==> src/hw/rtl/olist_pkg.sv <==
// Shared types, request codes and status codes for the ordered list engine.
package olist_pkg;

  localparam int OL_CAPACITY   = 256;
  localparam int OL_DATA_WIDTH = 32;

  // request operation codes
  localparam logic [3:0] OP_INS_FRONT = 4'd0;
  localparam logic [3:0] OP_INS_LAST  = 4'd1;
  localparam logic [3:0] OP_INS_AT    = 4'd2;
  localparam logic [3:0] OP_INS_KEY   = 4'd3;
  localparam logic [3:0] OP_INS_SORT  = 4'd4;
  localparam logic [3:0] OP_UPD_FRONT = 4'd5;
  localparam logic [3:0] OP_UPD_LAST  = 4'd6;
  localparam logic [3:0] OP_UPD_AT    = 4'd7;
  localparam logic [3:0] OP_UPD_KEY   = 4'd8;
  localparam logic [3:0] OP_DEL_FRONT = 4'd9;
  localparam logic [3:0] OP_DEL_LAST  = 4'd10;
  localparam logic [3:0] OP_DEL_AT    = 4'd11;
  localparam logic [3:0] OP_DEL_KEY   = 4'd12;
  localparam logic [3:0] OP_SEARCH    = 4'd13;
  localparam logic [3:0] OP_READ      = 4'd14;

  // result status codes
  localparam logic [1:0] ST_OK      = 2'd0;
  localparam logic [1:0] ST_RANGE   = 2'd1;
  localparam logic [1:0] ST_FULL    = 2'd2;
  localparam logic [1:0] ST_MISSING = 2'd3;

  typedef struct packed {
    logic [3:0]         op;
    logic signed [31:0] item_value;
    logic [7:0]         position;
    logic signed [31:0] match_key;
  } req_t;

  typedef struct packed {
    logic [1:0]         status;
    logic signed [31:0] read_value;
    logic [7:0]         found_position;
    logic [8:0]         entry_count;
  } rsp_t;

  // broadcast command to every cell of the chain
  typedef struct packed {
    logic ins;   // open a slot at the target, cells above take the left word
    logic del;   // close the target, cells from it up take the right word
    logic wr;    // overwrite the target
  } cell_cmd_t;

endpackage

==> src/hw/rtl/olist_scan.sv <==
// First-hit finder: shifts the cell flag row toward cell 0 and counts steps.
module olist_scan
  import olist_pkg::*;
#(
  parameter int CAPACITY = OL_CAPACITY
) (
  input  logic                        clk,
  input  logic                        load,
  input  logic                        advance,
  input  logic [CAPACITY-1:0]         flags,
  output logic                        hit,
  output logic [$clog2(CAPACITY)-1:0] idx
);

  localparam int IW = $clog2(CAPACITY);

  logic [CAPACITY-1:0] vec;

  assign hit = vec[0];

  always_ff @(posedge clk) begin
    if (load) begin
      vec <= flags;
      idx <= '0;
    end else if (advance) begin
      vec <= {1'b0, vec[CAPACITY-1:1]};
      idx <= idx + IW'(1);
    end
  end

endmodule
==> config.mk <==
export PLATFORM = sky130hd
export DESIGN_NAME = olist_scan
export DESIGN_NICKNAME = d
export VERILOG_FILES = /design/src/hw/rtl/olist_pkg.sv /design/src/hw/rtl/olist_scan.sv
export SDC_FILE = /design/constraint.sdc
export NUM_CORES = 1
export LEC_CHECK = 0
export BUFFER_PORTS_ARGS = -buffer_cell sky130_fd_sc_hd__buf_2
export CORE_MARGIN = 1
export CORE_UTILIZATION = 50
export DETAILED_ROUTE_END_ITERATION = 10
export PLACE_DENSITY_LB_ADDON = 0.25
export SYNTH_ARGS = -nofsm -noshare
export SYNTH_HDL_FRONTEND = slang
export SYNTH_SLANG_ARGS = --single-unit
==> constraint.sdc <==
create_clock -name clk -period 10.6 [get_ports clk]
set_input_delay 0.53 -clock clk [delete_from_list [all_inputs] [get_ports clk]]
set_output_delay 0.53 -clock clk [all_outputs]
set_load 0.01 [all_outputs]
==> key figures <==
Logic synthesis
  • Cell Area, Synth: between 0.01 and 0.015 sq mm
  • Register area share after synthesis: 0.706
  • Netlist cell types: 18
  • Area contributors post-synth: edfxtp_1 (69%), mux2_2 (26%), buf_4 (1.6%)
  • Post-synthesis average cell area: a little under 20 sq um
  • Share of the synthesized area in the top cell type: 0.692
  • Synthesized instance count: just under 600
  • Net count after synthesis: 838
  • Synth Warn #: 0
  • Yosys top cell by area: edfxtp_1
  • FF+latch count, synth: ~260

Detailed routing
  • First-pass DRT Iterations: 4
  • Drt via density: about 5.2
  • Iter 0 DRT Violations: approximately 320
  • Antenna Nets Post-Route: 0
  • Post-route DRC: 0
  • DR vias: about 5.9k
  • Wirelength per Cell: 17.9 um
  • Post-Route WL: 20,600 um

Clock tree
  • TritonCTS Buffers: 28
  • CTS tree: done
  • Clk_lat worst skew: roughly 0.53 ns
  • Num Clock Sinks: about 260
  • Clock transition at path regs: approximately 0.060 ns
  • Post-CTS Setup Inserts: 0
  • CTS Hold Bufs: 0
  • H-tree depth: 1
  • CTS max path bufs: 3
  • Clock Tree Root: clkbuf_16
  • # resized after CTS: 0

Timing
  • Final worst-path cycle share: 0.293
  • Final setup fails: 0
  • Max Fclk: around 320 MHz
  • Final setup margin: roughly 7.5 ns
  • Slew of the pin with the lowest slew margin: between 1 and 1.5 ns
  • Relative slew margins: 0.243
  • RSZ-0062 raised after global routing: no
  • Fin. max-slew vios: 0
  • Post-layout minimum cycle time: ~3.1 ns
  • Setup_tns: 0 ns
  • Hold WS: just under 0.3 ns
  • Fin. Hold Viols: 0
  • Worst clock skew: between 0.009 and 0.01 ns

Place
  • Pre-CTS WS: 6.88 ns
  • GPL Wtd Cong: approximately 0.74
  • Post-placement cell area: 0.0126 sq mm
  • Post-DP HPWL: 13,500 um
  • Post-Place Cells: between 1k and 1.5k
  • Port buffer count: 267

Layout
  • Area of the multi-input gates: 0.00305 sq mm
  • Most frequent cells in the layout: buf_2 (266), edfxtp_1 (256), mux2_2 (255), clkbuf_16 (29), dfxtp_1 (8)
  • Area growth, synth to finish: 21.7%
  • Final Net Count: 1,109
  • Post-route cell area: about 0.014 sq mm
  • Storage cell area: between 0.007 and 0.008 sq mm
  • Post-route core utilization: 0.619
  • Final std cells w/o fill: 1,154
  • Share of post-route cells with drive strength above 1: 0.651
  • Commonest non-fill, non-tap cell in the layout: buf_2
  • Fillers: 1,620

Global routing
  • Vias in the first global route: between 6k and 7k
  • Global route overflow: 0
  • Antenna violations before repair: 6
  • Largest net degree at the start of global routing: approximately 120
  • First-pass GRT wire length: 31,700 um
  • GR Util All Layers: 0.180

Pwr
  • Switching portion of total power: 0.203
  • Sequential power share: 0.535
  • Net Switching: around 0.5 mW
  • Power per cell area: about 180 mW/mm^2
  • Peak VDD IR: 0.000110 V
  • Logic pwr share: 0.082
  • Int Power: between 1.5 and 2 mW
  • Leak Pwr: around 5.2 nW
  • Total power: roughly 2.4 mW
  • Clock power share: 0.384

Floorplan
  • Die W: about 150 um
  • I/O Pins: between 200 and 300
  • Die Ht: 151 um
  • Rows: 54
  • Initial Util: 0.509
  • Core footprint: 0.0218 sq mm
  • Die area: around 0.023 sq mm

Setup path
  • Startpoint Class: input port
  • Slowest Stage Delay on Critical Path: 1.00 ns
  • Worst Reg-to-Reg Cells: 4
  • Crit Path Max Fanout: between 100 and 150
  • Worst path cell trace: buf_8, or2_4, buf_4
  • Slowest cell on crit path: or2_4
  • RR Endpoint: idx[6]
  • Reg-to-reg critical path startpoint: idx[0]
  • Crit path buffers/inverters: 2
  • CP endpoint kind: flop
  • Worst path required time: 10.74 ns
  • Worst EP arrival: 3.25 ns
  • R2r setup slk: approximately 9 ns
  • Largest delay contributor family on the critical path: buffers and inverters
  • Worst setup path category: input port to flop

Worst hold path
  • WHS Path Cells: 2
  • Min-Delay Path Class: input port to flop
  • Worst hold endpoint: vec[255]
  • Hold Path Origin: flags[255]

Outcome
  • Outcome: complete, no violations

Flow run
  • Max_cap viols: 0
-- per-layer routing --
layer / vias to the layer above / wire length [um] / part of all wire / track usage
met5: - / 44 / 0.0021 / 0
met4: 6 / 330 / 0.016 / 0.0500
met3: 33 / 1830 / 0.089 / 0.0539
met2: 196 / 10000 / 0.49 / 0.288
met1: 2888 / 8370 / 0.41 / 0.239
li1: 2823 / - / - / -
-- worst reg2reg max path: cells and delay by family, from the launching register on --
family / cells / cell delay, ns
flip-flops: 1 / 0.40
AND/OR/NAND/NOR: 2 / 0.57
AO/OA/AOI/OAI: 1 / 0.17
adder cells (fa/ha/maj): 1 / 0.20
-- cell families (layout without fill, tap and decap cells) --
family / after synthesis / after routing / share of synthesized area
adder cells (fa/ha/maj): 1 / 1 / 0.00113
XOR/XNOR: 4 / 4 / 0.00315
multiplexers: 256 / 256 / 0.259
flip-flops: 264 / 264 / 0.706
AND/OR/NAND/NOR: 17 / 17 / 0.00777
other: 0 / 3 / 0
buffers and inverters: 30 / 323 / 0.0195
AO/OA/AOI/OAI: 6 / 6 / 0.00270
-- cells in the mapped netlist (all sizes together) --
master and n:
xnor2 1, nand2 3, dfxtp 8, a21oi 3
mux2 255, nand4 4, buf 30, edfxtp 256
mux2i 1, ha 1, or2 1, xor2 3
and2 1, nor2 5, or3 3, o21ai 3
-- final cells by class --
type | count | share of cell area
well taps | 280 | 0.0259
repair buffers | 271 | 0.102
multi-input cells | 284 | 0.226
diodes | 3 | 0.000555
clock buffers | 36 | 0.0556
flip-flops and latches | 264 | 0.581
clock inverters | 16 | 0.00991
-- power groups by stage --
stage | clock network [mW] | logic (mW) | registers [mW]
global route | 1.00 | 0.221 | 1.32
finish | 0.939 | 0.201 | 1.31
global placement | 0 | 0.192 | 1.33
CTS | 0.964 | 0.205 | 1.31
floorplan | 0 | 0.137 | 1.32
detailed placement | 0 | 0.204 | 1.33
-- state kept, by name, indices dropped and copies added, names as in the netlist --
name and cells:
vec 256, idx 8
-- how the worst max path moves through the flow --
stage                     startpoint        to  cells past startpoint
after floorplan                 load    vec[0]                      3
after global placement          load   vec[71]                      3
after detailed placement        load   vec[70]                      3
after CTS                       load  vec[100]                      3
after global routing            load   vec[61]                      3
final                           load   vec[61]                      3
(Power assumes the default switching activity.)
