===== src/hw/rtl/olist_pkg.sv =====
// Shared types, request codes and status codes for the ordered list engine.
package olist_pkg;

  localparam int OL_CAPACITY   = 256;
  localparam int OL_DATA_WIDTH = 32;

  // request operation codes
  localparam logic [3:0] OP_INS_FRONT = 4'd0;
  localparam logic [3:0] OP_INS_LAST  = 4'd1;
  localparam logic [3:0] OP_INS_AT    = 4'd2;
  localparam logic [3:0] OP_INS_KEY   = 4'd3;
  localparam logic [3:0] OP_INS_SORT  = 4'd4;
  localparam logic [3:0] OP_UPD_FRONT = 4'd5;
  localparam logic [3:0] OP_UPD_LAST  = 4'd6;
  localparam logic [3:0] OP_UPD_AT    = 4'd7;
  localparam logic [3:0] OP_UPD_KEY   = 4'd8;
  localparam logic [3:0] OP_DEL_FRONT = 4'd9;
  localparam logic [3:0] OP_DEL_LAST  = 4'd10;
  localparam logic [3:0] OP_DEL_AT    = 4'd11;
  localparam logic [3:0] OP_DEL_KEY   = 4'd12;
  localparam logic [3:0] OP_SEARCH    = 4'd13;
  localparam logic [3:0] OP_READ      = 4'd14;

  // result status codes
  localparam logic [1:0] ST_OK      = 2'd0;
  localparam logic [1:0] ST_RANGE   = 2'd1;
  localparam logic [1:0] ST_FULL    = 2'd2;
  localparam logic [1:0] ST_MISSING = 2'd3;

  typedef struct packed {
    logic [3:0]         op;
    logic signed [31:0] item_value;
    logic [7:0]         position;
    logic signed [31:0] match_key;
  } req_t;

  typedef struct packed {
    logic [1:0]         status;
    logic signed [31:0] read_value;
    logic [7:0]         found_position;
    logic [8:0]         entry_count;
  } rsp_t;

  // broadcast command to every cell of the chain
  typedef struct packed {
    logic ins;   // open a slot at the target, cells above take the left word
    logic del;   // close the target, cells from it up take the right word
    logic wr;    // overwrite the target
  } cell_cmd_t;

endpackage


===== src/hw/rtl/olist_cell.sv =====
// One list cell: holds one word, shifts with its neighbors, flags key and order hits.
module olist_cell
  import olist_pkg::*;
#(
  parameter int DATA_WIDTH = OL_DATA_WIDTH,
  parameter int CAPACITY   = OL_CAPACITY,
  parameter int INDEX      = 0
) (
  input  logic                  clk,
  input  cell_cmd_t             cmd,
  input  logic [$clog2(CAPACITY)-1:0]   tgt,
  input  logic [DATA_WIDTH-1:0] new_word,
  input  logic [DATA_WIDTH-1:0] key_word,
  input  logic [7:0]            position,
  input  logic [$clog2(CAPACITY+1)-1:0] count,
  input  logic                  descending_order,
  input  logic [DATA_WIDTH-1:0] left_word,
  input  logic [DATA_WIDTH-1:0] right_word,
  output logic [DATA_WIDTH-1:0] word,
  output logic                  match,
  output logic                  order_hit,
  output logic [DATA_WIDTH-1:0] read_word
);

  localparam int IW = $clog2(CAPACITY);
  localparam int CW = $clog2(CAPACITY + 1);
  localparam int LW = ((CW > 8) ? CW : 8) + 1;
  localparam logic [IW-1:0] MY_IDX = IW'(INDEX);

  logic in_list;
  logic sel;

  assign in_list = (CW'(INDEX) < count);
  assign sel     = (LW'(INDEX) == LW'(position)) && in_list;

  assign match     = in_list && (word == key_word);
  assign order_hit = in_list && (descending_order ? ($signed(word) <= $signed(new_word))
                                                  : ($signed(word) >= $signed(new_word)));
  assign read_word = sel ? word : '0;

  always_ff @(posedge clk) begin
    if (cmd.ins) begin
      if (MY_IDX > tgt) begin
        word <= left_word;
      end else if (MY_IDX == tgt) begin
        word <= new_word;
      end
    end else if (cmd.del) begin
      if (MY_IDX >= tgt) begin
        word <= right_word;
      end
    end else if (cmd.wr) begin
      if (MY_IDX == tgt) begin
        word <= new_word;
      end
    end
  end

endmodule


===== config.mk =====
export PLATFORM = sky130hd
export DESIGN_NAME = olist_cell
export DESIGN_NICKNAME = d
export VERILOG_FILES = /design/src/hw/rtl/olist_pkg.sv /design/src/hw/rtl/olist_cell.sv
export SDC_FILE = /design/constraint.sdc
export NUM_CORES = 1
export LEC_CHECK = 0
export BUFFER_PORTS_ARGS = -buffer_cell sky130_fd_sc_hd__buf_2
export CAP_MARGIN = 20
export CORE_MARGIN = 4
export CORE_UTILIZATION = 25
export DETAILED_ROUTE_END_ITERATION = 12
export PLACE_DENSITY = 0.59
export SLEW_MARGIN = 20
export SYNTH_ARGS = -nofsm -noshare
export SYNTH_HDL_FRONTEND = slang
export SYNTH_SLANG_ARGS = --single-unit

===== constraint.sdc =====
create_clock -name clk -period 4.1 [get_ports clk]
set_input_delay 0.615 -clock clk [delete_from_list [all_inputs] [get_ports clk]]
set_output_delay 0.615 -clock clk [all_outputs]
set_load 0.005 [all_outputs]

==> impl_metrics.yaml <==
status:
  status: "finished, final reports clean"
grt:
  grt_pass1_vias: 3322
  overflow: 0
  antenna_found_initial: 1
  grt_max_degree: 65
  grt.total_usage_pct: 15.7
  grt_pass1_wl_um: 17600
placed_design:
  io_buffers: 191
  place.gp.congestion: 0.826
  post_dp_cell_area_um2: 4170
  hpwlAfterDp_um: 9290
sta:
  tightestPinTransition_ns: 0.836
  finalHoldWorstSlack_ns: 0.610
  tns_ns: 0
  clock_skew_ns: 0
  fmax_mhz: 312
  rsz0062_at_grt: "false"
  slew_headroom_pct: 44.2
  final_hold_viol_count: 0
  fin_crit_ns: 3.21
  slew_viol_final: 0
  finalSetupViolCount: 0
  fin_crit_sh_pct: 78.3
final_layout:
  top_regs: "word (32)"
  insertedDiodeCount: 0
  regMostFlops: "word"
  fin_util_pct: 35.9
  largest_register_ffs: 32
  layout-drive-gt1-share_pct: 36.6
  nets: 754
  area_delta_synth_final_pct: 40.7
  fin_area_um2: 4310
die:
  die_height_um: 119
  design.die.area_um2: 14100
  core-area_um2: 12000
  io_pins: 224
  start_util_pct: 25.5
  std_cell_rows: 40
  dieWidth_um: 119
clock_network:
  cts-resized-gates: 0
  numClockSinks: 32
  clock_path_buffers: 2
  cts_made_buffers: 5
  post-cts-setup-buffers: 0
  clkSlewWorstSetupHoldPaths_ns: 0.06
  cts_tree: "done"
  holdBufCountCts: 0
  ctsRootBufferMaster: "clkbuf_16"
  worstSkewPairLatency_ns: 0.27
  h-tree-depth: 2
worst_setup_path:
  r2r-start: "word[31]$_DFFE_PP_"
  regToRegSetupSlack_ns: 3.07
  crit_fanout: 5
  crit_path_end_kind: "primary output"
  timing_worst_setup_path_type: "flop to primary output"
  critPathLaunchType: "flop"
  reg2reg_depth: 2
  critical_path_required_ns: 3.48
  r2r_end: "word[31]$_DFFE_PP_"
  cp.arrival_ns: 2.60
detailed_routing:
  routed_wl_um: 11400
  wl_per_cell_um: 16.0
  routed-via-count: 3347
  drc: 0
  initialDrtViolationCount: 168
  avgViaCountPerCell: 4.70
  ant_nets: 0
  drtPass1Iterations: 4
synthesis:
  syn_area_um2: 3060
  syn_avg_cell_area_um2: 8.06
  ys.flop_type: "edfxtp_1"
  synth_nets: 570
  synth_cell_types: 29
  syn-instance-count: 380
  seq_area_frac_synth_pct: 31.4
  synth_edf_count: 32
  async_flop_share_pct: 0
  ys_warn_count: 0
  synth-seq-cells: 32
power:
  power_density_nw_per_um2: 280
  p_leak_uw: 0.00222
  ir_drop_mv: 0.116
worst_hold_path:
  hold_start: "right_word[6]"
  hold_class: "input port to flop"
  holdPathStages: 3
  hold-path-endpoint: "word[6]$_DFFE_PP_"
run:
  max_cap_violations: 0
==> placed cells by master, fill, tap and decap left out, types with 2 or more instances in the layout <==
| cell | count |
|---|---|
| a21o_1 | 5 |
| a21oi_1 | 45 |
| and2_1 | 31 |
| buf_2 | 191 |
| buf_4 | 2 |
| clkbuf_1 | 2 |
| clkbuf_16 | 5 |
| edfxtp_1 | 32 |
| ha_1 | 32 |
| inv_1 | 32 |
| nand2_1 | 38 |
| nand3_1 | 6 |
| nand4_1 | 9 |
| nor2_1 | 34 |
| nor3_1 | 4 |
| nor4_1 | 14 |
| o21ai_0 | 34 |
| xor2_1 | 32 |
==> synth_stat cells, drive strengths merged, types with 5 or more instances <==
master / number / share of area (%)
edfxtp: 32 / 31
and2: 31 / 6.3
nor2: 35 / 4.3
xor2: 32 / 9.2
nand2: 39 / 4.8
nand3: 6 / 0.98
a21o: 5 / 1.2
a21oi: 45 / 7.4
ha: 32 / 13
inv: 32 / 3.9
clkbuf: 14 / 1.7
nand4: 10 / 2.2
o21ai: 34 / 5.6
nor4: 15 / 3.6
==> worst max-delay path: stages (launching register included) <==
cell and delay [ns]:
edfxtp_1 0.51, ha_1 0.42, nand4_2 0.15, nor4_1 0.55
o41ai_1 0.20, a21o_1 0.19, a31oi_1 0.15, buf_2 0.15
==> stage by stage <==
stage	instances	total power (uW)	setup slack (ns)
3_5_place_dp	704	857	0.917
6_report	712	1200	0.890
3_3_place_gp	704	848	0.945
2_1_floorplan	380	661	1.53
4_1_cts	712	1230	0.778
5_1_grt	712	1290	0.711
==> final cells by class <==
class	count	area, um2
Clock inverter	1	3.75
Clock buffer	7	133
Tap cell	147	184
Timing Repair Buffer	193	971
Fill cell	1298	7700
Multi-Input combinational cell	300	1940
Sequential cell	32	961
Inverter	32	120
==> cells by family (layout without fill, tap and decap cells) <==
| kind of cell | count (synthesis) | after routing | share of synthesized area (%) |
|---|---|---|---|
| AND/OR/NAND/NOR | 144 | 144 | 23.7 |
| adder cells (fa/ha/maj) | 32 | 32 | 13.1 |
| flip-flops | 32 | 32 | 31.4 |
| AO/OA/AOI/OAI | 90 | 90 | 16.1 |
| XOR/XNOR | 33 | 33 | 9.44 |
| buffers and inverters | 48 | 233 | 5.97 |
| multiplexers | 1 | 1 | 0.327 |
==> metal layers <==
metal,vias up,global-route usage (%),part of all wire (%)
met2,145,26.9,47
met1,1505,20.3,44
met5,-,0,0.088
met4,2,2.53,0.52
li1,1689,-,-
met3,6,3.88,8.0
==> power breakdown <==
part	total (uW)	switching (uW)	leakage [uW]	internal (uW)
logic	355	181	0.00183	174
clock network	360	137	0.0000655	224
registers	489	71.4	0.000330	418
total	1200	389	0.00222	815
==> worst max path at each step <==
stage | startpoint | end | slack (ns) | depth (start not counted)
floorplan | new_word[30] | order_hit | 1.53 | 8
global placement | new_word[31] | order_hit | 0.94 | 9
detailed placement | new_word[31] | order_hit | 0.92 | 9
CTS | word[31]$_DFFE_PP_ | order_hit | 0.78 | 7
global route | word[31]$_DFFE_PP_ | order_hit | 0.71 | 7
finish | word[31]$_DFFE_PP_ | order_hit | 0.89 | 7
No activity file was read; power rests on OpenSTA's default activity.
